<file path="src/rtl/sdi_pkg.sv">
package sdi_pkg;

  localparam int unsigned MAX_BINS_DEF    = 4096;
  localparam int unsigned TAPER_DEPTH_DEF = 256;
  localparam int unsigned SAMPLE_WIDTH    = 24;

  localparam int unsigned CMD_W        = 2;
  localparam int unsigned BIN_REG_W    = 13;
  localparam int unsigned OMEGA_STEP_W = 32;
  localparam int unsigned WEIGHT_W     = 16;
  localparam int unsigned TADDR_W      = 8;
  localparam int unsigned BIN_NUM_W    = 12;
  localparam int unsigned RESULT_W     = 32;
  localparam int unsigned FRAC_W       = 20;
  localparam int unsigned TAPER_FRAC_W = 15;
  localparam int unsigned CFG_IDX_W    = 3;
  localparam int unsigned CFG_DATA_W   = 32;

  localparam logic [WEIGHT_W-1:0] WEIGHT_ONE = WEIGHT_W'(1) << TAPER_FRAC_W;
  localparam logic [RESULT_W-1:0] POS_LIM    = {1'b0, {(RESULT_W-1){1'b1}}};
  localparam logic [RESULT_W-1:0] NEG_MAG    = {1'b1, {(RESULT_W-1){1'b0}}};

  localparam logic [CMD_W-1:0] CMD_PROCESS  = 2'd0;
  localparam logic [CMD_W-1:0] CMD_WR_LOWER = 2'd1;
  localparam logic [CMD_W-1:0] CMD_WR_UPPER = 2'd2;

  localparam logic [CFG_IDX_W-1:0] CFG_INTEGRATE_MODE = 3'd0;
  localparam logic [CFG_IDX_W-1:0] CFG_LOW_CUT_BIN    = 3'd1;
  localparam logic [CFG_IDX_W-1:0] CFG_LOW_PASS_BIN   = 3'd2;
  localparam logic [CFG_IDX_W-1:0] CFG_HIGH_PASS_BIN  = 3'd3;
  localparam logic [CFG_IDX_W-1:0] CFG_HIGH_CUT_BIN   = 3'd4;
  localparam logic [CFG_IDX_W-1:0] CFG_OMEGA_STEP     = 3'd5;

  typedef struct packed {
    logic        [CMD_W-1:0]        command;
    logic signed [SAMPLE_WIDTH-1:0] sample_re;
    logic signed [SAMPLE_WIDTH-1:0] sample_im;
    logic        [TADDR_W-1:0]      taper_addr;
    logic        [WEIGHT_W-1:0]     taper_weight;
    logic                           last_bin;
  } in_item_t;

  typedef struct packed {
    logic signed [RESULT_W-1:0]  result_re;
    logic signed [RESULT_W-1:0]  result_im;
    logic        [BIN_NUM_W-1:0] bin_number;
    logic                        saturated;
    logic                        divide_by_zero;
    logic                        trace_end;
  } out_item_t;

  typedef struct packed {
    logic                    divide;
    logic                    zero;
    logic                    neg;
    logic [SAMPLE_WIDTH-1:0] mag;
    logic                    taper;
    logic [WEIGHT_W-1:0]     weight;
  } lane_op_t;

  typedef struct packed {
    logic [RESULT_W-1:0] value;
    logic                sat;
  } lane_res_t;

endpackage

</file>
<file path="src/rtl/sdi_lane.sv">
module sdi_lane #(
  parameter int unsigned OMEGA_W = 44
) (
  input  logic                clk_i,
  input  logic                rst_ni,
  input  logic                start_i,
  input  sdi_pkg::lane_op_t   op_i,
  input  logic [OMEGA_W-1:0]  omega_i,
  input  logic                ack_i,
  output logic                done_o,
  output sdi_pkg::lane_res_t  res_o
);

  localparam int unsigned MAG_W  = sdi_pkg::SAMPLE_WIDTH;
  localparam int unsigned RES_W  = sdi_pkg::RESULT_W;
  localparam int unsigned SPLIT  = 32;
  localparam int unsigned QW     = sdi_pkg::RESULT_W;
  localparam int unsigned QCNT_W = $clog2(QW);
  localparam int unsigned PLO_W  = MAG_W + SPLIT;
  localparam int unsigned PHI_W  = MAG_W + OMEGA_W - SPLIT;
  localparam int unsigned SUM_W  = MAG_W + OMEGA_W + 1;
  localparam int unsigned TW     = SUM_W - sdi_pkg::FRAC_W;
  localparam int unsigned NW     = MAG_W + OMEGA_W + 1;
  localparam int unsigned NHI_W  = NW - QW;
  localparam int unsigned DW     = OMEGA_W + 1;
  localparam int unsigned RW     = OMEGA_W + 2;
  localparam int unsigned CW     = (NHI_W > RW) ? NHI_W : RW;
  localparam int unsigned SATW   = (TW > RES_W + 1) ? TW : RES_W + 1;
  localparam int unsigned TPW    = RES_W + sdi_pkg::WEIGHT_W;

  localparam logic [2:0] L_IDLE    = 3'd0;
  localparam logic [2:0] L_PREP    = 3'd1;
  localparam logic [2:0] L_MUL_HI  = 3'd2;
  localparam logic [2:0] L_MUL_ADD = 3'd3;
  localparam logic [2:0] L_DIV     = 3'd4;
  localparam logic [2:0] L_QSAT    = 3'd5;
  localparam logic [2:0] L_TAPER   = 3'd6;
  localparam logic [2:0] L_DONE    = 3'd7;

  logic [2:0]              state_q, state_d;
  sdi_pkg::lane_op_t       op_q, op_d;
  logic [OMEGA_W-1:0]      omega_q, omega_d;
  logic [PLO_W-1:0]        plo_q, plo_d;
  logic [PHI_W-1:0]        phi_q, phi_d;
  logic [RW-1:0]           rem_q, rem_d;
  logic [QW-1:0]           nlo_q, nlo_d;
  logic [QW-1:0]           quo_q, quo_d;
  logic [QCNT_W-1:0]       cnt_q, cnt_d;
  logic [RES_W-1:0]        mag_q, mag_d;
  logic                    sat_q, sat_d;

  logic [NW-1:0]           n_full;
  logic [CW-1:0]           n_hi;
  logic [DW-1:0]           d_val;
  logic                    ovf_div;
  logic [RW-1:0]           rem2;
  logic                    ge;
  logic [RW-1:0]           rem_next;
  logic [SUM_W-1:0]        sum;
  logic [TW-1:0]           t_val;
  logic [TPW-1:0]          tp;
  logic [RES_W-1:0]        tmag;

  function automatic logic [RES_W:0] sat_mag(input logic [SATW-1:0] v, input logic neg);
    logic [SATW-1:0] lim;
    lim = neg ? SATW'(sdi_pkg::NEG_MAG) : SATW'(sdi_pkg::POS_LIM);
    if (v > lim) begin
      sat_mag = {1'b1, lim[RES_W-1:0]};
    end else begin
      sat_mag = {1'b0, v[RES_W-1:0]};
    end
  endfunction

  // N = 2*|x|*2^20 + omega, D = 2*omega; N/D rounds |x|*2^20/omega to nearest
  assign n_full   = (NW'(op_q.mag) << (sdi_pkg::FRAC_W + 1)) + NW'(omega_q);
  assign n_hi     = CW'(n_full[NW-1:QW]);
  assign d_val    = {omega_q, 1'b0};
  assign ovf_div  = n_hi >= CW'(d_val);
  assign rem2     = {rem_q[RW-2:0], nlo_q[QW-1]};
  assign ge       = rem2 >= RW'(d_val);
  assign rem_next = ge ? (rem2 - RW'(d_val)) : rem2;

  assign sum   = SUM_W'(plo_q) + (SUM_W'(phi_q) << SPLIT)
               + (SUM_W'(1) << (sdi_pkg::FRAC_W - 1));
  assign t_val = sum[SUM_W-1:sdi_pkg::FRAC_W];

  assign tp   = (TPW'(mag_q) * TPW'(op_q.weight)) + (TPW'(1) << (sdi_pkg::TAPER_FRAC_W - 1));
  assign tmag = tp[sdi_pkg::TAPER_FRAC_W+RES_W-1:sdi_pkg::TAPER_FRAC_W];

  always_comb begin
    state_d = state_q;
    op_d    = op_q;
    omega_d = omega_q;
    plo_d   = plo_q;
    phi_d   = phi_q;
    rem_d   = rem_q;
    nlo_d   = nlo_q;
    quo_d   = quo_q;
    cnt_d   = cnt_q;
    mag_d   = mag_q;
    sat_d   = sat_q;
    unique case (state_q)
      L_IDLE: begin
        if (start_i) begin
          op_d    = op_i;
          omega_d = omega_i;
          state_d = L_PREP;
        end
      end
      L_PREP: begin
        sat_d = 1'b0;
        if (op_q.zero) begin
          mag_d   = '0;
          state_d = L_DONE;
        end else if (op_q.divide) begin
          if (ovf_div) begin
            mag_d   = op_q.neg ? sdi_pkg::NEG_MAG : sdi_pkg::POS_LIM;
            sat_d   = 1'b1;
            state_d = L_TAPER;
          end else begin
            rem_d   = n_hi[RW-1:0];
            nlo_d   = n_full[QW-1:0];
            cnt_d   = '1;
            state_d = L_DIV;
          end
        end else begin
          plo_d   = PLO_W'(op_q.mag) * PLO_W'(omega_q[SPLIT-1:0]);
          state_d = L_MUL_HI;
        end
      end
      L_MUL_HI: begin
        phi_d   = PHI_W'(op_q.mag) * PHI_W'(omega_q[OMEGA_W-1:SPLIT]);
        state_d = L_MUL_ADD;
      end
      L_MUL_ADD: begin
        {sat_d, mag_d} = sat_mag(SATW'(t_val), op_q.neg);
        state_d        = L_TAPER;
      end
      L_DIV: begin
        rem_d = rem_next;
        nlo_d = {nlo_q[QW-2:0], 1'b0};
        quo_d = {quo_q[QW-2:0], ge};
        cnt_d = cnt_q - QCNT_W'(1);
        if (cnt_q == '0) begin
          state_d = L_QSAT;
        end
      end
      L_QSAT: begin
        {sat_d, mag_d} = sat_mag(SATW'(quo_q), op_q.neg);
        state_d        = L_TAPER;
      end
      L_TAPER: begin
        if (op_q.taper) begin
          mag_d = tmag;
        end
        state_d = L_DONE;
      end
      L_DONE: begin
        if (ack_i) begin
          state_d = L_IDLE;
        end
      end
      default: state_d = L_IDLE;
    endcase
  end

  always_ff @(posedge clk_i or negedge rst_ni) begin
    if (!rst_ni) begin
      state_q <= L_IDLE;
    end else begin
      state_q <= state_d;
    end
  end

  always_ff @(posedge clk_i) begin
    op_q    <= op_d;
    omega_q <= omega_d;
    plo_q   <= plo_d;
    phi_q   <= phi_d;
    rem_q   <= rem_d;
    nlo_q   <= nlo_d;
    quo_q   <= quo_d;
    cnt_q   <= cnt_d;
    mag_q   <= mag_d;
    sat_q   <= sat_d;
  end

  assign done_o      = (state_q == L_DONE);
  assign res_o.value = op_q.neg ? (RES_W'(0) - mag_q) : mag_q;
  assign res_o.sat   = sat_q;

`ifndef SYNTHESIS
  a_rem_below_divisor: assert property (@(posedge clk_i) disable iff (!rst_ni)
    (state_q == L_DIV) |-> (rem_q < RW'(d_val)))
    else $error("divider remainder not below divisor");

  a_done_holds: assert property (@(posedge clk_i) disable iff (!rst_ni)
    (state_q == L_DONE) && !ack_i |=> (state_q == L_DONE) && $stable(res_o))
    else $error("lane result dropped before ack");
`endif

endmodule

</file>
<file path="config.mk">
export PLATFORM = sky130hd
export DESIGN_NAME = sdi_lane
export DESIGN_NICKNAME = d
export VERILOG_FILES = /design/src/rtl/sdi_pkg.sv /design/src/rtl/sdi_lane.sv
export SDC_FILE = /design/constraint.sdc
export NUM_CORES = 2
export LEC_CHECK = 0
export ABC_AREA = 1
export BUFFER_PORTS_ARGS = -buffer_cell sky130_fd_sc_hd__buf_2
export CAP_MARGIN = 0
export CELL_PAD_IN_SITES_DETAIL_PLACEMENT = 2
export CELL_PAD_IN_SITES_GLOBAL_PLACEMENT = 2
export CORE_ASPECT_RATIO = 0.8
export CORE_MARGIN = 4
export CORE_UTILIZATION = 44
export CTS_BUF_LIST = sky130_fd_sc_hd__clkbuf_2 sky130_fd_sc_hd__clkbuf_4 sky130_fd_sc_hd__clkbuf_8
export CTS_CLUSTER_SIZE = 16
export DETAILED_ROUTE_END_ITERATION = 12
export HOLD_SLACK_MARGIN = 0.05
export PLACE_DENSITY_LB_ADDON = 0.1
export SYNTH_ARGS = -nofsm -noshare
export SYNTH_HDL_FRONTEND = slang
export SYNTH_SLANG_ARGS = --single-unit
export TNS_END_PERCENT = 100
</file>
<file path="constraint.sdc">
create_clock -name clk_i -period 12 [get_ports clk_i]
set_input_delay 1.2 -clock clk_i [delete_from_list [all_inputs] [get_ports clk_i]]
set_output_delay 1.2 -clock clk_i [all_outputs]
set_load 0.01 [all_outputs]
</file>
# Word-level counts from Yosys, hierarchy flattened
# Index checks and enable logic that the tools add are counted.
op_classes:
  magnitude_cmp: 4
  shifts: 0
  n_addsub: 7
  mul: 3
  n_mux: 34
  bitwise_logic: 2
  div_mod_pow: 0
  n_eq_ne: 16
  n_reduce_logical: 11
op_table:
  columns: ["cell", "n"]
  rows:
  - ["32-bit two-way mux", 10]
  - ["45-bit two-way mux", 4]
  - ["32-bit case mux with 4 select lines", 1]
  - ["45-bit case mux with 2 select lines", 1]
  - ["56-bit by 68-bit adder with 69-bit output", 1]
  - ["69-bit by 20-bit adder with 69-bit output (second input constant)", 1]
  - ["33-bit two-way mux", 2]
  - ["32-bit case mux with 2 select lines", 1]
  - ["24-bit by 32-bit multiplier with 56-bit output", 1]
  - ["49-bit greater-than comparator", 1]
  - ["47-bit by 15-bit adder with 47-bit output (second input constant)", 1]
  - ["32-bit by 16-bit multiplier with 47-bit output", 1]
  - ["45-bit by 44-bit adder with 46-bit output", 1]
  - ["46-bit by 45-bit greater-or-equal comparator with 1-bit output", 1]
  - ["14-bit by 45-bit greater-or-equal comparator with 1-bit output", 1]
  - ["45-bit subtractor", 1]
  - ["24-bit by 12-bit multiplier with 36-bit output", 1]
  - ["32-bit greater-than comparator", 1]
  - ["1-bit by 32-bit subtractor with 32-bit output (first input constant)", 1]
  - ["3-bit case mux with 7 select lines", 1]
  - ["3-bit two-way mux", 5]
  - ["5-bit two-way mux", 3]
  - ["2-bit inequality test (second input constant)", 7]
  - ["3-bit == test (second input constant)", 4]
  - ["other kinds (18)", 25]
totals:
  regBits: 330
  in_bits: 92
  word_cells: 93
  mem_bits_rw: 0
  latchBits: 0
  romBits: 0
  out_inout_bits: 34
  mem_count: 0

# Logic depth before layout (Yosys ltp)
depth:
  word_depth: 6
  depth_mapped: 31
  depth_no_buf: 30

# Worst setup path before layout
# OpenSTA, ideal clock, no wires.
synth_path:
  path_type: "register -> register"
  from: "reg omega_q[22]"
  to: "reg cnt_q[0], enable pin"
  path_slack_ns: 3.968
  synth_period_minus_slack_ns: 8.032
  setup_ns: 0.550
  required_ns: 11.450
  arrival_ns: 7.482
  stages_incl_launch_ff: 24
  path_buffers: 2
  cell_sequence: "edfxtp_1 -> clkbuf_1 -> clkbuf_1 -> inv_1 -> fa_1 -> o21ai_0 -> a21oi_1 -> o21ai_0 -> nand3_1 -> nand2_1 -> nand3_1 -> nand2_1 -> xor2_1 -> ha_1 -> nand2_1 -> o21ai_0 -> nand2_1 -> o2111ai_1 -> a21o_1 -> nand2_1 -> nand2_1 -> inv_2 -> nand2_1 -> a21oi_1"
synth_via:
  elab_chain_len: 4
synth_lines:
  columns: ["element", "line_no", "rtl"]
  rows:
  - ["from (decl)", "sdi_lane.sv:42", "logic [OMEGA_W-1:0] omega_q, omega_d;"]
  - ["from (signal assigned)", "sdi_lane.sv:177", "omega_q <= omega_d;"]
  - ["45-bit by 44-bit adder with 46-bit output", "sdi_lane.sv:75", "assign n_full = (NW'(op_q.mag) << (sdi_pkg::FRAC_W + 1)) + NW'(omega_q);"]
  - ["14-bit by 45-bit greater-or-equal comparator with 1-bit output (*)", "sdi_lane.sv:78", "assign ovf_div = n_hi >= CW'(d_val);"]
  - ["2-bit inequality test (no line) (*)", null, null]
  - ["4-bit AND reduction (no line) (*)", null, null]
  - ["to (signal assigned)", "sdi_lane.sv:183", "cnt_q <= cnt_d;"]
  - ["to (decl)", "sdi_lane.sv:48", "logic [QCNT_W-1:0] cnt_q, cnt_d;"]
# Mark *: on every way between the ends. The rest lies on a longest branch, timed or not.
# A chain may end at the register's enable or synchronous reset.

# Worst setup path in the final report
layout_path:
  from: "reg op_q[23] (netlist name)"
  to: "reg rem_q[43], enable pin"
layout_via:
  elab_chain_len: 4
layout_lines:
  columns: ["element", "line_no", "rtl"]
  rows:
  - ["from (decl)", "sdi_lane.sv:41", "sdi_pkg::lane_op_t op_q, op_d;"]
  - ["from (signal assigned)", "sdi_lane.sv:176", "op_q <= op_d;"]
  - ["45-bit by 44-bit adder with 46-bit output", "sdi_lane.sv:75", null]
  - ["14-bit by 45-bit greater-or-equal comparator with 1-bit output", "sdi_lane.sv:78", null]
  - ["2-bit inequality test (no line)", null, null]
  - ["4-bit AND reduction (no line)", null, null]
  - ["to (signal assigned)", "sdi_lane.sv:180", "rem_q <= rem_d;"]
  - ["to (decl)", "sdi_lane.sv:45", "logic [RW-1:0] rem_q, rem_d;"]
# Every way passes these cells.

==> qor.csv <==
stage,metric,value,unit
run_status,status,"finished, final reports clean",
placement,port-buffer-count,125,
synth,synth_top_area_share,35.8,%
cells_and_area,area_delta_synth_final,5.95,%
worst_setup_path,worst-setup-path-type,flop to flop,
cts,cts_sinks,311,
cts,clk_latency,880,ps
synth,synth_cells,9187,
synth,ys_seq_elements,311,
cts,cts_resized,0,
cells_and_area,final_cell_mix,"inv_1 (2463), nand2_1 (2331), fa_1 (1296)",
detailed_routing,routed_wl,330000,um
cts,h-tree-depth,3,
worst_setup_path,cp.required,12450,ps
cts,numCtsBuffers,70,
cells_and_area,drive_above_1_share,6.12,%
floorplan,ios,126,
cells_and_area,fillers,18700,
cells_and_area,multi_input_area,0.0523,mm^2
floorplan,coreArea,0.164,mm^2
detailed_routing,drt-vias-per-instance,5.66,
worst_setup_path,worstPathArrival,8970,ps
cts,cts_tree,built,
cts,clkTransAtPathRegs,70,ps
floorplan,die_h,371,um
synth,synth_area,0.0726,mm^2
timing,rsz0062_at_grt,no,
synth,synth_flop_cell,edfxtp_1,
detailed_routing,vias,64200,
timing,hold_viol,0,
floorplan,die_w,462,um
cells_and_area,regArea,0.00932,mm^2
synth,syn_area_per_cell,7.90,um^2
synth,synth_async_sr_flop_share,0.965,%
cts,clockRootBuffer,clkbuf_8,
timing,tightestPinTransition,1220,ps
placement,gp_congestion,0.948,
detailed_routing,final_antenna_net_count,0,
detailed_routing,drc_errors,0,
timing,relSlewSlack,18.1,%
timing,fin_crit,8520,ps
worst_setup_path,critPathLaunch,op_q[23]$_DFFE_PP_,
synth,yosysUniqueCellTypes,72,
floorplan,die-area,0.172,mm^2
cts,ctsHoldBuffers,0,
detailed_routing,dr.pass1.iters,5,
synth,synth_edf_count,308,
timing,fmax,0.117,GHz
worst_setup_path,cp-end-kind,flop,
timing,finalSetupTns,0,ps
worst_setup_path,reg2reg_slack,3480,ps
timing,skew,104,ps
placement,hpwl,267000,um
global_routing,grt_pass1_vias,74000,
worst_setup_path,cp_max_fo,48,
global_routing,grt_pass1_wl,488000,um
global_routing,grt_max_degree,122,
cells_and_area,layout_commonest_cell,inv_1,
synth,ys_seq_area_share,12.8,%
hold_path,hold_path_class,input pin to async pin,
worst_setup_path,reg2reg_to,rem_q[43]$_SDFFCE_PN0P_,
synth,yosys_warnings,0,
flow_run,maxCapViolCount,0,
global_routing,track_usage,38.7,%
worst_setup_path,reg2reg_depth,24,
cts,postCtsSetupBuffers,0,
worst_setup_path,r2r-start,op_q[23]$_DFFE_PP_,
timing,setup_viol,0,
global_routing,antenna_found_initial,26,
cells_and_area,finalNetCount,11100,
cts,clk_path_buf_depth,3,
synth,synth_top_area_cell,fa_1,
synth,syn_nets,11100,
worst_setup_path,critical_path.startpoint_type,flop,
detailed_routing,wl_per_cell,29.1,um
floorplan,placementRows,133,
global_routing,grt_overflow_total,0,
timing,period_share,71.0,%
floorplan,start_util,44.2,%
detailed_routing,drt_iter0_markers,6006,
synth,synth.area.top_cells,"fa_1 (36%), edfxtp_1 (13%), inv_1 (13%)",
timing,report.final.slew_viol_count,0,
worst_setup_path,critPathCapture,rem_q[43]$_SDFFCE_PN0P_,
[worst min-delay path by stage]
stage | slack [ps] | endpoint | from
floorplan | 430 | quo_q[1]$_DFFE_PP_ | quo_q[0]$_DFFE_PP_
global placement | 430 | quo_q[1]$_DFFE_PP_ | quo_q[0]$_DFFE_PP_
detailed placement | 450 | quo_q[1]$_DFFE_PP_ | quo_q[0]$_DFFE_PP_
CTS | 90 | state_q[0]$_DFFE_PN0P_ | rst_ni
global route | 140 | state_q[0]$_DFFE_PN0P_ | rst_ni
finish | 160 | state_q[0]$_DFFE_PN0P_ | rst_ni
[layer usage]
| metal | track usage, % | wire length, um | vias up |
|---|---|---|---|
| met5 | 0 | 103 | - |
| met3 | 9.11 | 31900 | 547 |
| met4 | 12.4 | 11300 | 14 |
| met2 | 59.6 | 145000 | 2767 |
| li1 | - | - | 26900 |
| met1 | 54.0 | 141000 | 33900 |
[cells in the mapped netlist (8+ instances only)]
master    instances
buf_4            13
xor2_1          129
nor2_1          382
or2_2             8
clkbuf_1        353
o21bai_1         15
nand2_1        2332
buf_1            26
nor2_2           10
o21ai_1          15
inv_1          2464
xnor2_1          72
nand3_1         131
o21a_1           28
nand3_2         103
a21o_1           20
fa_1           1296
and3_1            9
nand2_2          11
nand3b_1          8
nor3_1           42
nor4_1           20
a31oi_1          37
ha_1            562
nand4_1          39
edfxtp_1        308
a21oi_1         399
o211ai_1         13
o21ai_0         243
[state kept, by name (all words and copies together) (netlist names)]
register,flops
cnt_q,5
mag_q,32
nlo_q,32
omega_q,44
op_q,44
phi_q,36
plo_q,37
quo_q,32
rem_q,45
sat_q,1
state_q,3
[cell type report]
cell class / instances / area share, %
clock buffers: 88 / 1.46
inverters: 2473 / 12.1
multi-input cells: 5997 / 68.1
flip-flops and latches: 311 / 12.1
clock inverters: 32 / 0.428
diodes: 15 / 0.0488
repair buffers: 271 / 2.27
well taps: 2160 / 3.52
[critical path: stages, from the launching register on]
cell and delay (ps):
edfxtp_1 320, buf_4 490, buf_4 430, ha_1 440
a21oi_1 540, and3_1 580, o21ai_1 180, a21oi_1 870
o21ai_0 270, xor2_1 910, ha_1 420, inv_1 70
nor2_1 40, o211ai_1 160, nand2_1 80, nand3_1 110
o2111ai_1 150, a21o_1 190, nand2_1 60, nand2_1 80
inv_2 120, nand2_1 120, a21oi_4 170, buf_4 510
buf_4 680
[logic make-up (layout without fill, tap and decap cells)]
family                   after synthesis  after routing  share of synthesized area, %
AO/OA/AOI/OAI                        816            816                          6.18
XOR/XNOR                             201            201                          2.43
adder cells (fa/ha/maj)             1858           1858                          45.4
buffers and inverters               2879           2864                          15.1
flip-flops                           311            311                          12.8
other                                  0             15                             0
AND/OR/NAND/NOR                     3122           3122                          18.0
[through the flow]
| stage | cells | worst slack [ps] | hold WS [ps] | area, um^2 | utilization (%) |
|---|---|---|---|---|---|
| 2_1_floorplan | 9187 | 3970 | 426 | 72600 | - |
| 3_3_place_gp | 11200 | 4330 | 435 | 75400 | 45.9 |
| 3_5_place_dp | 11200 | 4010 | 446 | 75400 | 45.9 |
| 4_1_cts | 11300 | 4110 | 87.2 | 76800 | 46.8 |
| 5_1_grt | 11300 | 3440 | 139 | 76900 | 46.8 |
| 6_report | 11300 | 3480 | 159 | 76900 | 46.9 |
Power is left out: the tool's default activity adds up to more than one toggle a clock period on the data nets, which glitch-free logic cannot reach.
